**src/sv/u8u16_pkg.sv**
```systemverilog
// Shared types and constants for the UTF-8 to UTF-16 decoder.
package u8u16_pkg;

  // Result status codes.
  localparam logic [1:0] ST_UNIT = 2'd0;
  localparam logic [1:0] ST_END  = 2'd1;
  localparam logic [1:0] ST_BAD  = 2'd2;
  localparam logic [1:0] ST_OVF  = 2'd3;

  // Lead bytes that narrow the range of the second byte.
  localparam logic [7:0] LEAD_MIN2  = 8'hC2;
  localparam logic [7:0] LEAD_E0    = 8'hE0;
  localparam logic [7:0] LEAD_ED    = 8'hED;
  localparam logic [7:0] LEAD_F0    = 8'hF0;
  localparam logic [7:0] LEAD_F4    = 8'hF4;
  localparam logic [7:0] SEC_E0_MIN = 8'hA0;
  localparam logic [7:0] SEC_ED_MAX = 8'h9F;
  localparam logic [7:0] SEC_F0_MIN = 8'h90;
  localparam logic [7:0] SEC_F4_MAX = 8'h8F;

  // Surrogate construction.
  localparam logic [15:0] HI_SURR    = 16'hD800;
  localparam logic [15:0] LO_SURR    = 16'hDC00;
  localparam logic [20:0] PLANE1     = 21'h10000;

  // Output queue depth; the input side needs room for two results.
  localparam int QDEPTH = 4;
  localparam int QAW    = $clog2(QDEPTH);

  // One result beat.
  typedef struct packed {
    logic [15:0] code_unit;
    logic [1:0]  status;
    logic        last_of_string;
  } result_t;

endpackage

```
**src/sv/u8u16_if.sv**
```systemverilog
// Channel interfaces for the byte input and the code unit output.
interface u8u16_byte_if;
  logic       valid;
  logic       ready;
  logic [7:0] data_byte;
  modport source (output valid, output data_byte, input ready);
  modport sink (input valid, input data_byte, output ready);
endinterface

interface u8u16_unit_if;
  logic        valid;
  logic        ready;
  logic [15:0] code_unit;
  logic [1:0]  status;
  logic        last_of_string;
  modport source (output valid, output code_unit, output status, output last_of_string,
                  input ready);
  modport sink (input valid, input code_unit, input status, input last_of_string,
                output ready);
endinterface

```
**src/sv/utf8_to_utf16_validating_decoder_core.sv**
```systemverilog
// Top level of the UTF-8 to UTF-16 validating decoder.
//
// byte_in carries one UTF-8 byte per beat; unit_out carries one result per
// beat: a UTF-16 code unit, an end-of-string mark, or an error. A code point
// above 0xFFFF gives two beats (high then low surrogate). A zero byte at a
// character boundary ends the string. After an error, bytes are dropped up
// to and including the next zero byte.
// Each accepted byte is decoded in the cycle it is taken, and its results are
// written to a four-entry output queue; from an empty queue the first result
// is visible on unit_out in the next cycle. One byte can be taken every
// cycle; the queue must hold two free entries for a byte to be taken.
// A four-byte character takes four bytes and gives two beats, so a receiver
// that takes a beat every cycle never holds up the input.
// When the receiver stalls the queue fills and byte_in.ready drops.
// cfg_wr_en writes the unit capacity max_units (reset 65535); write it only
// while the block is idle. Synchronous reset empties the queue and clears the
// decoding state.
module utf8_to_utf16_validating_decoder_core
  import u8u16_pkg::*;
(
  input  logic          clk,
  input  logic          rst,
  input  logic          cfg_wr_en,
  input  logic [15:0]   cfg_wr_data,
  u8u16_byte_if.sink    byte_in,
  u8u16_unit_if.source  unit_out
);

  logic [15:0] max_units;
  logic [1:0]  bytes_remaining, bytes_remaining_next;
  logic [7:0]  lead_value, lead_value_next;
  logic [20:0] point_accumulator, point_accumulator_next;
  logic [15:0] units_written, units_written_next;
  logic        discarding, discarding_next;

  result_t     queue [QDEPTH];
  logic [QAW-1:0] rd_ptr, wr_ptr;
  logic [QAW:0]   count;

  logic        accept, pop;
  logic [1:0]  n_res;
  result_t     res0, res1;

  logic [7:0]  b;
  logic        close_en;
  logic [1:0]  close_st;
  logic        ok, second;
  logic [20:0] acc_shift;
  logic [19:0] pair_v;
  logic [1:0]  rem_dec;

  assign b      = byte_in.data_byte;
  assign accept = byte_in.valid && byte_in.ready;
  assign pop    = unit_out.valid && unit_out.ready;

  // Room for two results keeps a surrogate pair in one write.
  assign byte_in.ready = (count <= (QAW + 1)'(QDEPTH - 2));

  assign unit_out.valid          = (count != '0);
  assign unit_out.code_unit      = queue[rd_ptr].code_unit;
  assign unit_out.status         = queue[rd_ptr].status;
  assign unit_out.last_of_string = queue[rd_ptr].last_of_string;

  // Continuation byte checks, including the narrowed second byte ranges.
  always_comb begin
    second = ((lead_value >= LEAD_E0) && (lead_value < LEAD_F0) && (bytes_remaining == 2'd2))
          || ((lead_value >= LEAD_F0) && (bytes_remaining == 2'd3));
    ok = (b[7:6] == 2'b10);
    if (second) begin
      if ((lead_value == LEAD_E0) && (b < SEC_E0_MIN)) ok = 1'b0;
      if ((lead_value == LEAD_ED) && (b > SEC_ED_MAX)) ok = 1'b0;
      if ((lead_value == LEAD_F0) && (b < SEC_F0_MIN)) ok = 1'b0;
      if ((lead_value == LEAD_F4) && (b > SEC_F4_MAX)) ok = 1'b0;
    end
    acc_shift = {point_accumulator[14:0], b[5:0]};
    pair_v    = 20'(acc_shift - PLANE1);
    rem_dec   = bytes_remaining - 2'd1;
  end

  // Decode one byte against the running state.
  always_comb begin
    bytes_remaining_next   = bytes_remaining;
    lead_value_next        = lead_value;
    point_accumulator_next = point_accumulator;
    units_written_next     = units_written;
    discarding_next        = discarding;
    n_res    = 2'd0;
    res0     = '0;
    res1     = '0;
    close_en = 1'b0;
    close_st = ST_END;

    if (discarding) begin
      if (b == 8'd0) begin
        discarding_next    = 1'b0;
        units_written_next = '0;
      end
    end else if (bytes_remaining == 2'd0) begin
      if (b == 8'd0) begin
        close_en = 1'b1;
        close_st = ST_END;
      end else if (units_written >= max_units) begin
        close_en = 1'b1;
        close_st = ST_OVF;
      end else if (b[7] == 1'b0) begin
        n_res = 2'd1;
        res0  = '{code_unit: {8'd0, b}, status: ST_UNIT, last_of_string: 1'b0};
        units_written_next = units_written + 16'd1;
      end else if ((b[7:5] == 3'b110) && (b >= LEAD_MIN2)) begin
        point_accumulator_next = {16'd0, b[4:0]};
        lead_value_next        = b;
        bytes_remaining_next   = 2'd1;
      end else if (b[7:4] == 4'b1110) begin
        point_accumulator_next = {17'd0, b[3:0]};
        lead_value_next        = b;
        bytes_remaining_next   = 2'd2;
      end else if ((b[7:3] == 5'b11110) && (b <= LEAD_F4)) begin
        point_accumulator_next = {18'd0, b[2:0]};
        lead_value_next        = b;
        bytes_remaining_next   = 2'd3;
      end else begin
        close_en = 1'b1;
        close_st = ST_BAD;
      end
    end else if (!ok) begin
      close_en = 1'b1;
      close_st = ST_BAD;
    end else begin
      bytes_remaining_next = rem_dec;
      if (rem_dec != 2'd0) begin
        point_accumulator_next = acc_shift;
      end else begin
        lead_value_next        = '0;
        point_accumulator_next = '0;
        if (lead_value >= LEAD_F0) begin
          if (({1'b0, units_written} + 17'd2) > {1'b0, max_units}) begin
            close_en = 1'b1;
            close_st = ST_OVF;
          end else begin
            n_res = 2'd2;
            res0  = '{code_unit: HI_SURR | {6'd0, pair_v[19:10]}, status: ST_UNIT,
                      last_of_string: 1'b0};
            res1  = '{code_unit: LO_SURR | {6'd0, pair_v[9:0]}, status: ST_UNIT,
                      last_of_string: 1'b0};
            units_written_next = units_written + 16'd2;
          end
        end else begin
          n_res = 2'd1;
          res0  = '{code_unit: acc_shift[15:0], status: ST_UNIT, last_of_string: 1'b0};
          units_written_next = units_written + 16'd1;
        end
      end
    end

    // End and error results close the string and clear the character state.
    if (close_en) begin
      n_res = 2'd1;
      res0  = '{code_unit: 16'd0, status: close_st, last_of_string: 1'b1};
      bytes_remaining_next   = '0;
      lead_value_next        = '0;
      point_accumulator_next = '0;
      units_written_next     = '0;
      discarding_next        = (close_st == ST_BAD || close_st == ST_OVF) && (b != 8'd0);
    end
  end

  // Configuration register and decoding state.
  always_ff @(posedge clk) begin
    if (rst) begin
      max_units         <= 16'hFFFF;
      bytes_remaining   <= '0;
      lead_value        <= '0;
      point_accumulator <= '0;
      units_written     <= '0;
      discarding        <= 1'b0;
    end else begin
      if (cfg_wr_en) max_units <= cfg_wr_data;
      if (accept) begin
        bytes_remaining   <= bytes_remaining_next;
        lead_value        <= lead_value_next;
        point_accumulator <= point_accumulator_next;
        units_written     <= units_written_next;
        discarding        <= discarding_next;
      end
    end
  end

  // Output queue pointers and fill count.
  always_ff @(posedge clk) begin
    if (rst) begin
      rd_ptr <= '0;
      wr_ptr <= '0;
      count  <= '0;
    end else begin
      if (pop) rd_ptr <= rd_ptr + QAW'(1);
      if (accept) wr_ptr <= wr_ptr + QAW'(n_res);
      count <= count + (accept ? (QAW + 1)'(n_res) : '0) - (QAW + 1)'(pop);
    end
  end

  // Output queue storage: up to two result beats written per byte.
  always_ff @(posedge clk) begin
    if (accept && (n_res != 2'd0)) queue[wr_ptr] <= res0;
    if (accept && (n_res == 2'd2)) queue[wr_ptr + QAW'(1)] <= res1;
  end

endmodule

```
**src/flat_wrapper.sv**
```systemverilog
// flat-port wrapper written by rule: the top's interface ports become plain ports
module utf8_to_utf16_validating_decoder_core_flat import u8u16_pkg::*;
  (clk, rst, cfg_wr_en, cfg_wr_data, byte_in_valid, byte_in_data_byte, byte_in_ready, unit_out_valid, unit_out_code_unit, unit_out_status, unit_out_last_of_string, unit_out_ready);
  u8u16_byte_if byte_in_i ();
  u8u16_unit_if unit_out_i ();
  input  logic clk;
  input  logic rst;
  input  logic cfg_wr_en;
  input  logic [15:0] cfg_wr_data;
  input wire logic [$bits(byte_in_i.valid)-1:0] byte_in_valid;
  input wire logic [$bits(byte_in_i.data_byte)-1:0] byte_in_data_byte;
  output wire logic [$bits(byte_in_i.ready)-1:0] byte_in_ready;
  output wire logic [$bits(unit_out_i.valid)-1:0] unit_out_valid;
  output wire logic [$bits(unit_out_i.code_unit)-1:0] unit_out_code_unit;
  output wire logic [$bits(unit_out_i.status)-1:0] unit_out_status;
  output wire logic [$bits(unit_out_i.last_of_string)-1:0] unit_out_last_of_string;
  input wire logic [$bits(unit_out_i.ready)-1:0] unit_out_ready;
  assign byte_in_i.valid = byte_in_valid;
  assign byte_in_i.data_byte = byte_in_data_byte;
  assign byte_in_ready = byte_in_i.ready;
  assign unit_out_valid = unit_out_i.valid;
  assign unit_out_code_unit = unit_out_i.code_unit;
  assign unit_out_status = unit_out_i.status;
  assign unit_out_last_of_string = unit_out_i.last_of_string;
  assign unit_out_i.ready = unit_out_ready;
  utf8_to_utf16_validating_decoder_core u_core (.clk(clk), .rst(rst), .cfg_wr_en(cfg_wr_en), .cfg_wr_data(cfg_wr_data), .byte_in(byte_in_i), .unit_out(unit_out_i));
endmodule
```
**config.mk**
```make
export PLATFORM = sky130hd
export DESIGN_NAME = utf8_to_utf16_validating_decoder_core_flat
export DESIGN_NICKNAME = d
export VERILOG_FILES = /design/src/sv/u8u16_pkg.sv /design/src/sv/u8u16_if.sv /design/src/sv/utf8_to_utf16_validating_decoder_core.sv /design/src/flat_wrapper.sv
export SDC_FILE = /design/constraint.sdc
export NUM_CORES = 1
export LEC_CHECK = 0
export BUFFER_PORTS_ARGS = -buffer_cell sky130_fd_sc_hd__buf_2
export CAP_MARGIN = 0
export CORE_MARGIN = 10
export CORE_UTILIZATION = 35
export CTS_BUF_LIST = sky130_fd_sc_hd__clkbuf_4
export DETAILED_ROUTE_END_ITERATION = 8
export HOLD_SLACK_MARGIN = 0.1
export PLACE_DENSITY = 0.54
export SLEW_MARGIN = 15
export SYNTH_ARGS = -nofsm -noshare
export SYNTH_HDL_FRONTEND = slang
export SYNTH_SLANG_ARGS = --single-unit
```
**constraint.sdc**
```tcl
create_clock -name clk -period 5.6 [get_ports clk]
set_clock_uncertainty 0.15 [all_clocks]
set_input_delay 1.12 -clock clk [delete_from_list [all_inputs] [get_ports clk]]
set_output_delay 1.12 -clock clk [all_outputs]
set_load 0.02 [all_outputs]
```
==> impl_metrics.tcl <==
set metrics [dict create \
    outcome "complete, no violations" \
    whs_path_depth 2 \
    cts.hold.buffers_added 0 \
    core_area_um2 22700 \
    dieHeight_um 172 \
    synthDistinctLibCells 74 \
    ys_warn_count 0 \
    ir_worst_vdd_mv 0.119 \
    p_sw_frac 0.390 \
    antenna_found_initial 1 \
    grt_max_degree 45 \
    rsz0062_at_grt "false" \
    syn2layout_area_growth_pct 9.77 \
    cts_buffer_depth 2 \
    critical_path_arrival_ns 5.05 \
    tritoncts "done" \
    final.setup.tns_ns 0 \
    fillers 2291 \
    clk_latency_ns 0.56 \
    ios 50 \
    start_util 0.357 \
    required_ns 5.66 \
    hold_class "reg2reg" \
    seq_area_frac_synth 0.425 \
    numCtsBuffers 17 \
    maxCapViolations 0 \
    synthFlopType "dfxtp_1" \
    gp_congestion 0.858 \
    clock.fmax_mhz 200 \
    max_slew_margin 0.197 \
    wl_per_cell_um 19.7 \
    worst-path-max-fanout 15 \
    synth_top_area_share 0.222 \
    async_flop_share 0 \
    finalNonFillerCells 1127 \
    die_area_um2 29600 \
    setup_viol 0 \
    clk_pin_slew_worst_paths_ns 0.14 \
    ys_top_cells_by_area "edfxtp_1 22%, dfxtp_1 20%, ha_1 5.9%" \
    post-route-min-period_ns 5.00 \
    worst_pin_slew_ns 1.20 \
    synthCells 792 \
    clkPwrFrac 0.228 \
    ctsResizeCount 0 \
    syn_nets 860 \
    p_total_mw 2.87 \
    overflow 0 \
    cts_sinks 142 \
    vias 6404 \
    internal_power_mw 1.75 \
    num_rows 55 \
    postCtsSetupRepairBufs 0 \
    dp.cells 1093 \
    io_buffers 49 \
    nets 895 \
    rr_worst_depth 16 \
    p_switching_mw 1.12 \
    seq_power_share 0.445 \
    grt_usage 0.154 \
    drcViolationCount 0 \
    yosys.area.top_type "edfxtp_1" \
    slew_viol_final 0 \
    hpwl_um 16200 \
    start_kind "flip-flop" \
    layout-drive-gt1-share 0.186 \
    wirelength_um 22200 \
    drt-pass1-iter-count 4 \
    grt_pass1_wl_um 35700 \
    synth_seq_cells 142 \
    hold_viol_final 0 \
    netlist_area_um2 8110 \
    drtAntennaViolNets 0 \
    syn_avg_cell_area_um2 10.2 \
    pwr-share-comb 0.328 \
    crit_type "reg2reg" \
    synth_edf_count 60 \
    grt_pass1_vias 6273 \
    vias_per_cell 5.68 \
    endpoint_kind "flip-flop" \
    die_w_um 172 \
    min_period_over_period 0.893 \
    cts_root_buffer "clkbuf_4" \
    htreeDepth 4 \
    power.density_nw_per_um2 323 \
    final_util 0.392 \
    drt_iter0_drc 421 \
    power_leakage_nw 3.34 \
]
[per-stage QoR]
step / cell area [µm²] / hold WS [ns] / worst slack, ns
after global placement: 8620 / 0.296 / 0.795
after global routing: 8900 / 0.344 / 0.170
final: 8900 / 0.320 / 0.601
after CTS: 8890 / 0.323 / 0.644
after floorplan: 8110 / 0.282 / 1.20
after detailed placement: 8620 / 0.302 / 0.671
[cell usage after synthesis, types with 8 or more instances]
| cell type | number |
|---|---|
| nand2_1 | 84 |
| dfxtp_1 | 82 |
| edfxtp_1 | 60 |
| nor2_1 | 55 |
| ha_1 | 38 |
| clkbuf_1 | 30 |
| inv_1 | 29 |
| a21oi_1 | 28 |
| o21ai_0 | 27 |
| o211ai_1 | 24 |
| a32o_1 | 22 |
| a22o_1 | 19 |
| mux4_2 | 19 |
| o31ai_1 | 19 |
| nand3_1 | 18 |
| buf_2 | 15 |
| mux2i_1 | 15 |
| a32oi_1 | 12 |
| nand4_1 | 12 |
| xor2_1 | 11 |
| o21ai_1 | 8 |
| xnor2_1 | 8 |
[metal layers]
layer | up-vias | global-route usage | wire [µm]
li1 | 3114 | - | -
met5 | - | 0 | 0
met2 | 188 | 0.245 | 10500
met4 | 0 | 0.0457 | 415
met3 | 26 | 0.0342 | 1300
met1 | 3076 | 0.204 | 10000
[final cells by class]
type                    instances  area, µm²  share of cell area
diodes                          2       5.00            0.000562
clock buffers                  17        128              0.0143
clock inverters                15        145              0.0163
inverters                      31        116              0.0131
multi-input cells             565       4300               0.483
flip-flops and latches        142       3440               0.387
well taps                     285        357              0.0401
repair buffers                 70        403              0.0453
[sequential cells by signal, summed over array words and instances, names as in the netlist, named ones only]
register	count
u_core.bytes_remaining	2
u_core.lead_value	8
u_core.rd_ptr	2
u_core.point_accumulator	14
u_core.discarding	1
u_core.max_units	16
u_core.queue	76
u_core.wr_ptr	2
u_core.count	3
u_core.units_written	16
[power by group through the flow]
stage,combinational (mW),sequential (mW),clock [mW]
after CTS,0.953,1.28,0.678
after floorplan,0.701,1.26,0
after detailed placement,0.951,1.30,0
after global routing,1.03,1.30,0.723
after global placement,0.950,1.30,0
final,0.941,1.28,0.654
[worst max-delay path, cell delays in order, from the launching register on]
cell and delay [ns]:
dfxtp_1 0.46, ha_1 0.27, nand3_1 0.14, inv_1 0.10, nand3_1 0.18, nor2_1 0.32, nand3_1 0.19, xnor2_1 0.18
ha_1 0.31, nand4_1 0.14, nor4_2 0.33, a21oi_1 0.06, nand2b_1 0.27, nor4_4 0.41, nand2_4 0.19, a31o_1 0.37
nand2_1 0.57
[worst paths after layout]
path,from,end,slack (ns)
worst max-delay path,u_core.units_written[2],u_core.queue[2][8],0.60
worst min-delay path,u_core.queue[1][2],u_core.queue[1][2],0.32
worst max register to register,u_core.units_written[2],u_core.queue[2][8],0.60
worst min register to register,u_core.queue[1][2],u_core.queue[1][2],0.32
[cell families (layout without fill, tap and decap cells)]
family / Yosys count / after routing / share of synthesized area
xor+xnor: 19 / 19 / 0.0205
compound gates: 231 / 231 / 0.225
mux: 34 / 34 / 0.0713
flops: 142 / 142 / 0.425
fa+ha+maj: 39 / 39 / 0.0611
simple gates: 242 / 242 / 0.153
other cells: 0 / 2 / 0
buf+inv: 85 / 133 / 0.0446
[placed cells by master, fill, tap and decap left out, types with 12 or more instances in the layout]
master	instances
o211ai_1	24
inv_1	29
clkbuf_4	17
dfxtp_1	82
buf_2	49
a32oi_1	12
o21ai_0	27
o31ai_1	19
ha_1	38
edfxtp_1	60
a22o_1	19
buf_4	21
a32o_1	22
nand3_1	18
a21oi_1	28
nor2_1	55
mux2i_1	15
nand4_1	12
mux4_2	19
nand2_1	84
(Power assumes the default switching activity.)
